$ cat src/sv/tdv_pkg.sv
// ----------------------------------------------------------------------------
// tdv_pkg
// Shared types and constants for the telemetry datagram validator.
// ----------------------------------------------------------------------------
`default_nettype none

package tdv_pkg;

  // record framing
  localparam logic [15:0] MAGIC_WORD     = 16'hF14E;
  localparam logic [7:0]  TYPE_TELEMETRY = 8'd1;
  localparam logic [5:0]  REC_LEN        = 6'd32;
  localparam logic [5:0]  COUNT_CAP      = 6'd33;

  // queue between front and back
  localparam int unsigned QDEPTH = 2;
  localparam int unsigned QPTR_W = 1;
  localparam int unsigned QCNT_W = 2;

  // verdict codes
  typedef enum logic [2:0] {
    VERDICT_ACCEPT    = 3'd0,
    VERDICT_BAD_LEN   = 3'd1,
    VERDICT_BAD_MAGIC = 3'd2,
    VERDICT_NONFINITE = 3'd3,
    VERDICT_STALE     = 3'd4
  } verdict_t;

  // one classified datagram waiting for the sequence check
  typedef struct packed {
    verdict_t    verdict;
    logic [31:0] x_bits;
    logic [31:0] y_bits;
    logic [31:0] range_bits;
    logic [31:0] altitude_bits;
    logic [7:0]  mission_phase;
    logic [15:0] sequence_number;
    logic [31:0] sender_address;
  } q_entry_t;

  // queue handshake status: full gates input acceptance, valid is seen by the back
  typedef struct packed {
    logic full;
    logic valid;
  } q_status_t;

endpackage

`default_nettype wire

$ cat src/sv/tdv_front.sv
// ----------------------------------------------------------------------------
// tdv_front
// Collects datagram bytes into record fields and classifies length, magic,
// type and float exponents on the final byte.
// ----------------------------------------------------------------------------
`default_nettype none

module tdv_front
  import tdv_pkg::*;
(
  input  wire logic     clk,
  input  wire logic     rst_n,
  input  wire logic     byte_en,       // accepted byte transfer
  input  wire logic     byte_last,
  input  wire logic [7:0]  data_byte,
  input  wire logic [31:0] sender_address,
  output q_entry_t      entry,
  output logic          push
);

  logic [5:0]  cnt_r, cnt_nxt;
  logic [4:0]  idx;
  logic [15:0] magic_r;
  logic [7:0]  type_r;
  logic [7:0]  phase_r;
  logic [15:0] seq_r;
  logic [31:0] x_r, y_r, rg_r, alt_r;
  logic        len_ok, hdr_ok, finite_ok;

  assign idx = cnt_r[4:0];

  // byte counter, saturating, cleared after the final byte
  always_comb begin
    cnt_nxt = cnt_r;
    if (byte_en) begin
      if (byte_last) begin
        cnt_nxt = '0;
      end else if (cnt_r < COUNT_CAP) begin
        cnt_nxt = cnt_r + 6'd1;
      end
    end
  end

  always_ff @(posedge clk) begin
    if (!rst_n) begin
      cnt_r <= '0;
    end else begin
      cnt_r <= cnt_nxt;
    end
  end

  // byte lanes of the record, written at the current offset
  always_ff @(posedge clk) begin
    if (byte_en && cnt_r < REC_LEN) begin
      case (idx)
        5'd0: magic_r[7:0]  <= data_byte;
        5'd1: magic_r[15:8] <= data_byte;
        5'd2: type_r        <= data_byte;
        5'd3: phase_r       <= data_byte;
        5'd4: seq_r[7:0]    <= data_byte;
        5'd5: seq_r[15:8]   <= data_byte;
        default: begin
          case (idx[4:2])
            3'd3: x_r[{idx[1:0], 3'b000} +: 8]   <= data_byte;
            3'd4: y_r[{idx[1:0], 3'b000} +: 8]   <= data_byte;
            3'd5: rg_r[{idx[1:0], 3'b000} +: 8]  <= data_byte;
            3'd6: alt_r[{idx[1:0], 3'b000} +: 8] <= data_byte;
            default: ;
          endcase
        end
      endcase
    end
  end

  // checks on the final byte; the final byte of a full record is reserved
  assign len_ok    = (cnt_r == REC_LEN - 6'd1);
  assign hdr_ok    = (magic_r == MAGIC_WORD) && (type_r == TYPE_TELEMETRY);
  assign finite_ok = (x_r[30:23] != 8'hFF) && (y_r[30:23] != 8'hFF) &&
                     (rg_r[30:23] != 8'hFF) && (alt_r[30:23] != 8'hFF);

  always_comb begin
    if (!len_ok) begin
      entry.verdict = VERDICT_BAD_LEN;
    end else if (!hdr_ok) begin
      entry.verdict = VERDICT_BAD_MAGIC;
    end else if (!finite_ok) begin
      entry.verdict = VERDICT_NONFINITE;
    end else begin
      entry.verdict = VERDICT_ACCEPT;
    end
    entry.x_bits          = x_r;
    entry.y_bits          = y_r;
    entry.range_bits      = rg_r;
    entry.altitude_bits   = alt_r;
    entry.mission_phase   = phase_r;
    entry.sequence_number = seq_r;
    entry.sender_address  = sender_address;
  end

  assign push = byte_en && byte_last;

endmodule

`default_nettype wire

$ cat src/sv/tdv_queue.sv
// ----------------------------------------------------------------------------
// tdv_queue
// Short queue of classified datagrams between front and back.
// ----------------------------------------------------------------------------
`default_nettype none

module tdv_queue
  import tdv_pkg::*;
(
  input  wire logic clk,
  input  wire logic rst_n,
  input  wire logic push,
  input  q_entry_t  wr_entry,
  input  wire logic pop,
  output q_entry_t  rd_entry,
  output q_status_t status
);

  q_entry_t            mem_r [QDEPTH];
  logic [QPTR_W-1:0]   wr_ptr_r, rd_ptr_r;
  logic [QCNT_W-1:0]   cnt_r;
  logic                do_push, do_pop;

  assign status.full  = (cnt_r == QCNT_W'(QDEPTH));
  assign status.valid = (cnt_r != '0);
  assign do_push      = push && !status.full;
  assign do_pop       = pop && status.valid;
  assign rd_entry     = mem_r[rd_ptr_r];

  // storage
  always_ff @(posedge clk) begin
    if (do_push) begin
      mem_r[wr_ptr_r] <= wr_entry;
    end
  end

  // pointers and fill count
  always_ff @(posedge clk) begin
    if (!rst_n) begin
      wr_ptr_r <= '0;
      rd_ptr_r <= '0;
      cnt_r    <= '0;
    end else begin
      if (do_push) begin
        wr_ptr_r <= wr_ptr_r + QPTR_W'(1);
      end
      if (do_pop) begin
        rd_ptr_r <= rd_ptr_r + QPTR_W'(1);
      end
      if (do_push && !do_pop) begin
        cnt_r <= cnt_r + QCNT_W'(1);
      end else if (do_pop && !do_push) begin
        cnt_r <= cnt_r - QCNT_W'(1);
      end
    end
  end

endmodule

`default_nettype wire

$ cat src/sv/tdv_back.sv
// ----------------------------------------------------------------------------
// tdv_back
// Sequence freshness check, peer learning and the registered result stage.
// ----------------------------------------------------------------------------
`default_nettype none

module tdv_back
  import tdv_pkg::*;
(
  input  wire logic   clk,
  input  wire logic   rst_n,
  input  q_entry_t    entry,
  input  q_status_t   q_status,
  output logic        pop,
  output logic        res_valid,
  input  wire logic   res_ready,
  output verdict_t    res_verdict,
  output logic [31:0] res_x_bits,
  output logic [31:0] res_y_bits,
  output logic [31:0] res_range_bits,
  output logic [31:0] res_altitude_bits,
  output logic [7:0]  res_mission_phase,
  output logic [15:0] res_sequence_number,
  output logic [31:0] res_peer_address,
  output logic        res_peer_known
);

  logic [15:0] last_seq_r;
  logic        seq_valid_r;
  logic [31:0] peer_r;
  logic        peer_valid_r;
  logic        out_valid_r;
  logic [15:0] diff;
  logic        stale;
  logic        accept;
  verdict_t    verdict;

  // freshness by signed 16-bit difference
  assign diff   = entry.sequence_number - last_seq_r;
  assign stale  = seq_valid_r && ((diff == 16'd0) || diff[15]);
  assign accept = (entry.verdict == VERDICT_ACCEPT) && !stale;

  always_comb begin
    if (entry.verdict != VERDICT_ACCEPT) begin
      verdict = entry.verdict;
    end else if (stale) begin
      verdict = VERDICT_STALE;
    end else begin
      verdict = VERDICT_ACCEPT;
    end
  end

  assign pop = q_status.valid && (!out_valid_r || res_ready);

  // sequence and peer state, updated on accepted records
  always_ff @(posedge clk) begin
    if (!rst_n) begin
      last_seq_r   <= '0;
      seq_valid_r  <= 1'b0;
      peer_r       <= '0;
      peer_valid_r <= 1'b0;
    end else if (pop && accept) begin
      last_seq_r   <= entry.sequence_number;
      seq_valid_r  <= 1'b1;
      peer_r       <= entry.sender_address;
      peer_valid_r <= 1'b1;
    end
  end

  // result valid
  always_ff @(posedge clk) begin
    if (!rst_n) begin
      out_valid_r <= 1'b0;
    end else if (pop) begin
      out_valid_r <= 1'b1;
    end else if (res_ready) begin
      out_valid_r <= 1'b0;
    end
  end

  // result payload, zero unless accepted; peer address and peer_known keep the learned peer
  always_ff @(posedge clk) begin
    if (pop) begin
      res_verdict         <= verdict;
      res_x_bits          <= accept ? entry.x_bits : '0;
      res_y_bits          <= accept ? entry.y_bits : '0;
      res_range_bits      <= accept ? entry.range_bits : '0;
      res_altitude_bits   <= accept ? entry.altitude_bits : '0;
      res_mission_phase   <= accept ? entry.mission_phase : '0;
      res_sequence_number <= accept ? entry.sequence_number : '0;
      res_peer_address    <= accept ? entry.sender_address : peer_r;
      res_peer_known      <= accept || peer_valid_r;
    end
  end

  assign res_valid = out_valid_r;

endmodule

`default_nettype wire

$ cat src/sv/telemetry_datagram_validator_core.sv
// ----------------------------------------------------------------------------
// telemetry_datagram_validator_core
// Byte-stream telemetry record validator with length, header, float and
// sequence checks, and sender address learning.
// ----------------------------------------------------------------------------
// throughput: one byte transfer per cycle while in_tready is high, including final bytes
// path: a final byte's verdict is written into the queue with its transfer, then into
// the result register when the back pops it; out_tvalid is driven by that register
// stalls: in_tready drops while two verdicts wait behind a held result
// reset: synchronous rst_n clears byte count, queue, sequence and peer state
`default_nettype none

module telemetry_datagram_validator_core
  import tdv_pkg::*;
(
  input  wire logic         clk,
  input  wire logic         rst_n,
  input  wire logic         in_tvalid,
  output logic              in_tready,
  input  wire logic [39:0]  in_tdata,   // [7:0] data_byte, [39:8] sender_address
  input  wire logic         in_tlast,   // end_of_datagram
  output logic              out_tvalid,
  input  wire logic         out_tready,
  // [31:0] x_bits, [63:32] y_bits, [95:64] range_bits, [127:96] altitude_bits,
  // [135:128] mission_phase, [151:136] sequence_number, [183:152] peer_address
  output logic [183:0]      out_tdata,
  output logic [3:0]        out_tuser   // [2:0] verdict, [3] peer_known
);

  q_entry_t  f_entry, q_entry;
  q_status_t q_status;
  logic      f_push, b_pop, byte_en;
  verdict_t  res_verdict;

  assign in_tready = !q_status.full;
  assign byte_en   = in_tvalid && in_tready;

  // front: byte collection and classification
  tdv_front u_front (
    .clk            (clk),
    .rst_n          (rst_n),
    .byte_en        (byte_en),
    .byte_last      (in_tlast),
    .data_byte      (in_tdata[7:0]),
    .sender_address (in_tdata[39:8]),
    .entry          (f_entry),
    .push           (f_push)
  );

  // queue between front and back
  tdv_queue u_queue (
    .clk      (clk),
    .rst_n    (rst_n),
    .push     (f_push),
    .wr_entry (f_entry),
    .pop      (b_pop),
    .rd_entry (q_entry),
    .status   (q_status)
  );

  // back: sequence check and result register
  tdv_back u_back (
    .clk                 (clk),
    .rst_n               (rst_n),
    .entry               (q_entry),
    .q_status            (q_status),
    .pop                 (b_pop),
    .res_valid           (out_tvalid),
    .res_ready           (out_tready),
    .res_verdict         (res_verdict),
    .res_x_bits          (out_tdata[31:0]),
    .res_y_bits          (out_tdata[63:32]),
    .res_range_bits      (out_tdata[95:64]),
    .res_altitude_bits   (out_tdata[127:96]),
    .res_mission_phase   (out_tdata[135:128]),
    .res_sequence_number (out_tdata[151:136]),
    .res_peer_address    (out_tdata[183:152]),
    .res_peer_known      (out_tuser[3])
  );

  assign out_tuser[2:0] = res_verdict;

endmodule

`default_nettype wire
$ cat config.mk
export PLATFORM = sky130hd
export DESIGN_NAME = telemetry_datagram_validator_core
export DESIGN_NICKNAME = d
export VERILOG_FILES = /design/src/sv/tdv_pkg.sv /design/src/sv/tdv_front.sv /design/src/sv/tdv_queue.sv /design/src/sv/tdv_back.sv /design/src/sv/telemetry_datagram_validator_core.sv
export SDC_FILE = /design/constraint.sdc
export NUM_CORES = 1
export LEC_CHECK = 0
export ABC_CLOCK_PERIOD_IN_PS = 12600
export BUFFER_PORTS_ARGS = -buffer_cell sky130_fd_sc_hd__buf_2
export CORE_MARGIN = 3
export CORE_UTILIZATION = 55
export DETAILED_ROUTE_END_ITERATION = 10
export GPL_TIMING_DRIVEN = 0
export PLACE_DENSITY = 0.77
export SYNTH_ARGS = -nofsm -noshare
export SYNTH_HDL_FRONTEND = slang
export SYNTH_SLANG_ARGS = --single-unit
$ cat constraint.sdc
create_clock -name clk -period 12.6 [get_ports clk]
set_input_delay 1.26 -clock clk [delete_from_list [all_inputs] [get_ports clk]]
set_output_delay 1.26 -clock clk [all_outputs]
set_load 0.05 [all_outputs]
==> flow_summary.json <==
{
  "synth_compound_area_frac": 0.0212,
  "cp.depth": 16,
  "holdBufCountCts": 0,
  "synth_top_area_share": 0.756,
  "power_switching_share": 0.322,
  "cts_root_buf": "clkbuf_16",
  "worstPathMaxFanout": 10,
  "synth_area_leaders": "edfxtp_1 (76%), mux2i_1 (4.8%), dfxtp_1 (4.2%), mux2_2 (3.0%), nor2_1 (2.2%)",
  "max-slew-margin-rel": 0.323,
  "ir_drop_mv": 0.129,
  "arrival_ns": 6.16,
  "wl_mm": 61.7,
  "p_leak_nw": 11.6,
  "synth_top_area_cell": "edfxtp_1",
  "max_cap_viol_count": 0,
  "initial_core_util": 0.563,
  "critPathMostFrequentCell": "clkbuf_1",
  "dieArea_mm2": 0.0559,
  "clkPwrFrac": 0.305,
  "ios": 235,
  "crit_type": "reg2reg",
  "layout.nets": 2071,
  "skew_ns": 0.0180,
  "netSwitchingPower_w": 0.00237,
  "setup_viol": 0,
  "start_kind": "register",
  "drtPass1Iterations": 5,
  "fmax_mhz": 171,
  "period_share": 0.463,
  "rows": 83,
  "drt_iter0_drc": 1367,
  "fin_area_mm2": 0.0341,
  "grt_pass1_vias": 15800,
  "ys_seq_area_frac": 0.798,
  "cp_top_family": "buffers and inverters",
  "hpwl_mm": 40.6,
  "cts_inserted_buffers": 76,
  "critPathBufInv": 5,
  "async_flop_share": 0,
  "r2r_slack_ns": 6.76,
  "synth_cell_types": 53,
  "grt_max_degree": 145,
  "hold_start": "u_front.y_r[19]$_DFFE_PP_",
  "dieWidth_um": 236,
  "synth_fp_nets": 1744,
  "status": "finished, final reports clean",
  "timing.critical_path.to_type": "register",
  "r2r-end": "u_back.res_altitude_bits[0]$_SDFFCE_PN0P_",
  "place_area_mm2": 0.0316,
  "yosys_most_used_dff": "edfxtp_1",
  "hold_path.class": "reg2reg",
  "cts_resized": 0,
  "via_per_inst": 5.69,
  "hold_depth": 0,
  "crit_slowest_cell": "clkbuf_1",
  "gp_congestion": 0.859,
  "antenna_found_initial": 4,
  "synth.area.mux_share": 0.0788,
  "ys_seq_elements": 797,
  "drc": 0,
  "rsz0062_at_grt": "no",
  "cts_tree": "built",
  "crit_required_ns": 12.93,
  "clock_latency_ns": 0.60,
  "max_stage_delay_ns": 0.77,
  "crit_end": "u_back.res_altitude_bits[0]$_SDFFCE_PN0P_",
  "die_h_um": 236,
  "area_delta_synth_final_pct": 16.6,
  "htree_num_levels": 3,
  "synth_edf_count": 736,
  "track_usage": 0.217,
  "dpl_worst_slack_ns": 6.72,
  "worstRegToRegCells": 16,
  "hold_viol_final": 0,
  "synthSimpleGateAreaFrac": 0.0721,
  "routedWlPerCell_um": 22.5,
  "clock-sinks": 797,
  "ant_nets": 0,
  "grt_pass1_wl_mm": 92.5,
  "yosys_warnings": 0,
  "crit_chain": "clkbuf_1, clkbuf_1, clkbuf_1, mux2i_1, ha_1, fa_1, xor2_1, nand4_1, nor4_1, o2111ai_1, a2111oi_2, nand4_2, nand3_2, buf_2, buf_2, nor2_1",
  "clk_pin_slew_ns": 0.06,
  "intPower_w": 0.00498,
  "core_region_area_mm2": 0.0519,
  "overflow": 0,
  "clk_path_buf_depth": 3,
  "drive_gt1_frac": 0.231,
  "pwr-share-comb": 0.241,
  "seqPwrFrac": 0.454,
  "worst_pin_slew_ns": 1.01,
  "setup_slack_ns": 6.76,
  "synthCells": 1677,
  "vias": 15600,
  "nFillCells": 3422,
  "io_buffers": 234,
  "power.density_mw_per_mm2": 216,
  "syn_area_mm2": 0.0292,
  "period_needed_ns": 5.84,
  "cts_setup_buffers": 0,
  "syn_area_per_cell_um2": 17.4,
  "synth_xor_area_frac": 0.00390,
  "synth_top_family_by_area": "multiplexers",
  "synth_fa_ha_area_frac": 0.00968,
  "drv_slew": 0
}
==> sequential cells by signal (all words and copies together) (netlist names), 16 cells and up, named ones only <==
register,flops
u_back.res_altitude_bits,32
u_front.seq_r,16
u_back.last_seq_r,16
u_front.y_r,32
u_front.alt_r,32
u_back.res_x_bits,32
u_back.peer_r,32
u_front.magic_r,16
u_back.res_range_bits,32
u_back.res_y_bits,32
u_back.res_sequence_number,16
u_front.x_r,32
u_back.res_peer_address,32
u_front.rg_r,32
u_queue.mem_r,372
==> how the worst min path moves through the flow <==
stage	end	slack (ns)
6_report	u_queue.mem_r[0][139]$_DFFE_PP_	0.44
5_1_grt	u_queue.mem_r[0][102]$_DFFE_PP_	0.45
4_1_cts	u_queue.mem_r[0][131]$_DFFE_PP_	0.44
3_5_place_dp	u_queue.mem_r[1][141]$_DFFE_PP_	0.43
3_3_place_gp	u_queue.mem_r[0][48]$_DFFE_PP_	0.42
2_1_floorplan	u_queue.mem_r[0][100]$_DFFE_PP_	0.42
==> Yosys cell counts (2+ instances only) <==
library cell and instances:
nand2_1 16, nor4b_1 3, nor4_1 48, nor2b_1 18
a21oi_1 67, edfxtp_1 736, o21ai_0 8, nor3_1 53
o211ai_1 2, or3_1 5, ha_1 21, o21a_1 3
and2_1 57, xor2_1 8, nor2_1 172, buf_2 19
a21o_1 5, xnor2_1 5, nand4b_1 5, o41ai_1 2
nand2b_1 3, or2_2 3, a311o_1 2, a211oi_1 3
or2_1 2, nand4_1 14, buf_6 2, nor3b_1 6
mux2_2 79, a21boi_0 2, dfxtp_1 61, nand3_1 7
clkbuf_1 46, o22ai_1 2, inv_1 23, mux2i_1 141
buf_4 12
==> kinds of logic (layout without fill, tap and decap cells) <==
group                    count (synthesis)  after routing
AO/OA/AOI/OAI                          104            104
adder cells (fa/ha/maj)                 22             22
flip-flops                             797            797
other                                    0              4
buffers and inverters                  104            489
multiplexers                           220            220
XOR/XNOR                                13             13
AND/OR/NAND/NOR                        417            417
==> layout by cell type, fill, tap and decap left out, types with 5 or more instances in the layout <==
cell         n
buf_12       8
xor2_1       8
o21ai_0      8
nand4_1     14
nor4_1      48
and2_1      57
nor3_1      53
nand4b_1     5
clkinv_1    15
a21o_1       5
edfxtp_1   736
clkinv_2    11
clkbuf_16   76
ha_1        21
bufinv_16    9
inv_1       22
mux2_2      79
nand2_1     16
nor2_1     170
buf_2      253
clkbuf_1    63
nand3_1      7
a21oi_1     67
xnor2_1      5
buf_16       7
mux2i_1    141
buf_4       12
dfxtp_1     61
nor3b_1      6
or3_1        5
nor2b_1     18
==> per-layer routing <==
| layer | GRT usage | vias up | share of wire | wire [um] |
|---|---|---|---|---|
| met5 | 0 | - | 0 | 0 |
| met4 | 0.0856 | 0 | 0.033 | 2010 |
| met3 | 0.0317 | 121 | 0.058 | 3560 |
| met2 | 0.364 | 573 | 0.51 | 31200 |
| met1 | 0.289 | 7875 | 0.40 | 24900 |
| li1 | - | 7044 | - | - |
==> power by group through the flow <==
stage          Combinational [W]  Clock (W)  Sequential, W
2_1_floorplan           0.000615          0        0.00415
3_3_place_gp             0.00171          0        0.00350
3_5_place_dp             0.00178          0        0.00339
4_1_cts                  0.00179    0.00227        0.00334
5_1_grt                  0.00186    0.00238        0.00336
6_report                 0.00177    0.00224        0.00334
==> layout make-up <==
cell class	instances	area (um^2)	share of cell area
diodes	4	10.0	0.000294
plain buffers	80	384	0.0113
clock buffers	93	1970	0.0577
clock inverters	43	479	0.0141
inverters	24	97.6	0.00286
multi-input cells	776	5440	0.160
flip-flops and latches	797	23300	0.685
well taps	680	851	0.0250
repair buffers	249	1520	0.0447
==> metrics by stage <==
step	power [W]	utilization	hold slack, ns	setup TNS [ns]	std cells
after floorplan	0.00477	-	0.421	0	1677
after global placement	0.00521	0.602	0.422	-663.50	2591
after detailed placement	0.00517	0.609	0.429	0	2606
after CTS	0.00740	0.656	0.439	0	2742
after global routing	0.00760	0.656	0.446	0	2746
final	0.00735	0.656	0.440	0	2746
Power figures use the tool's default switching activity.
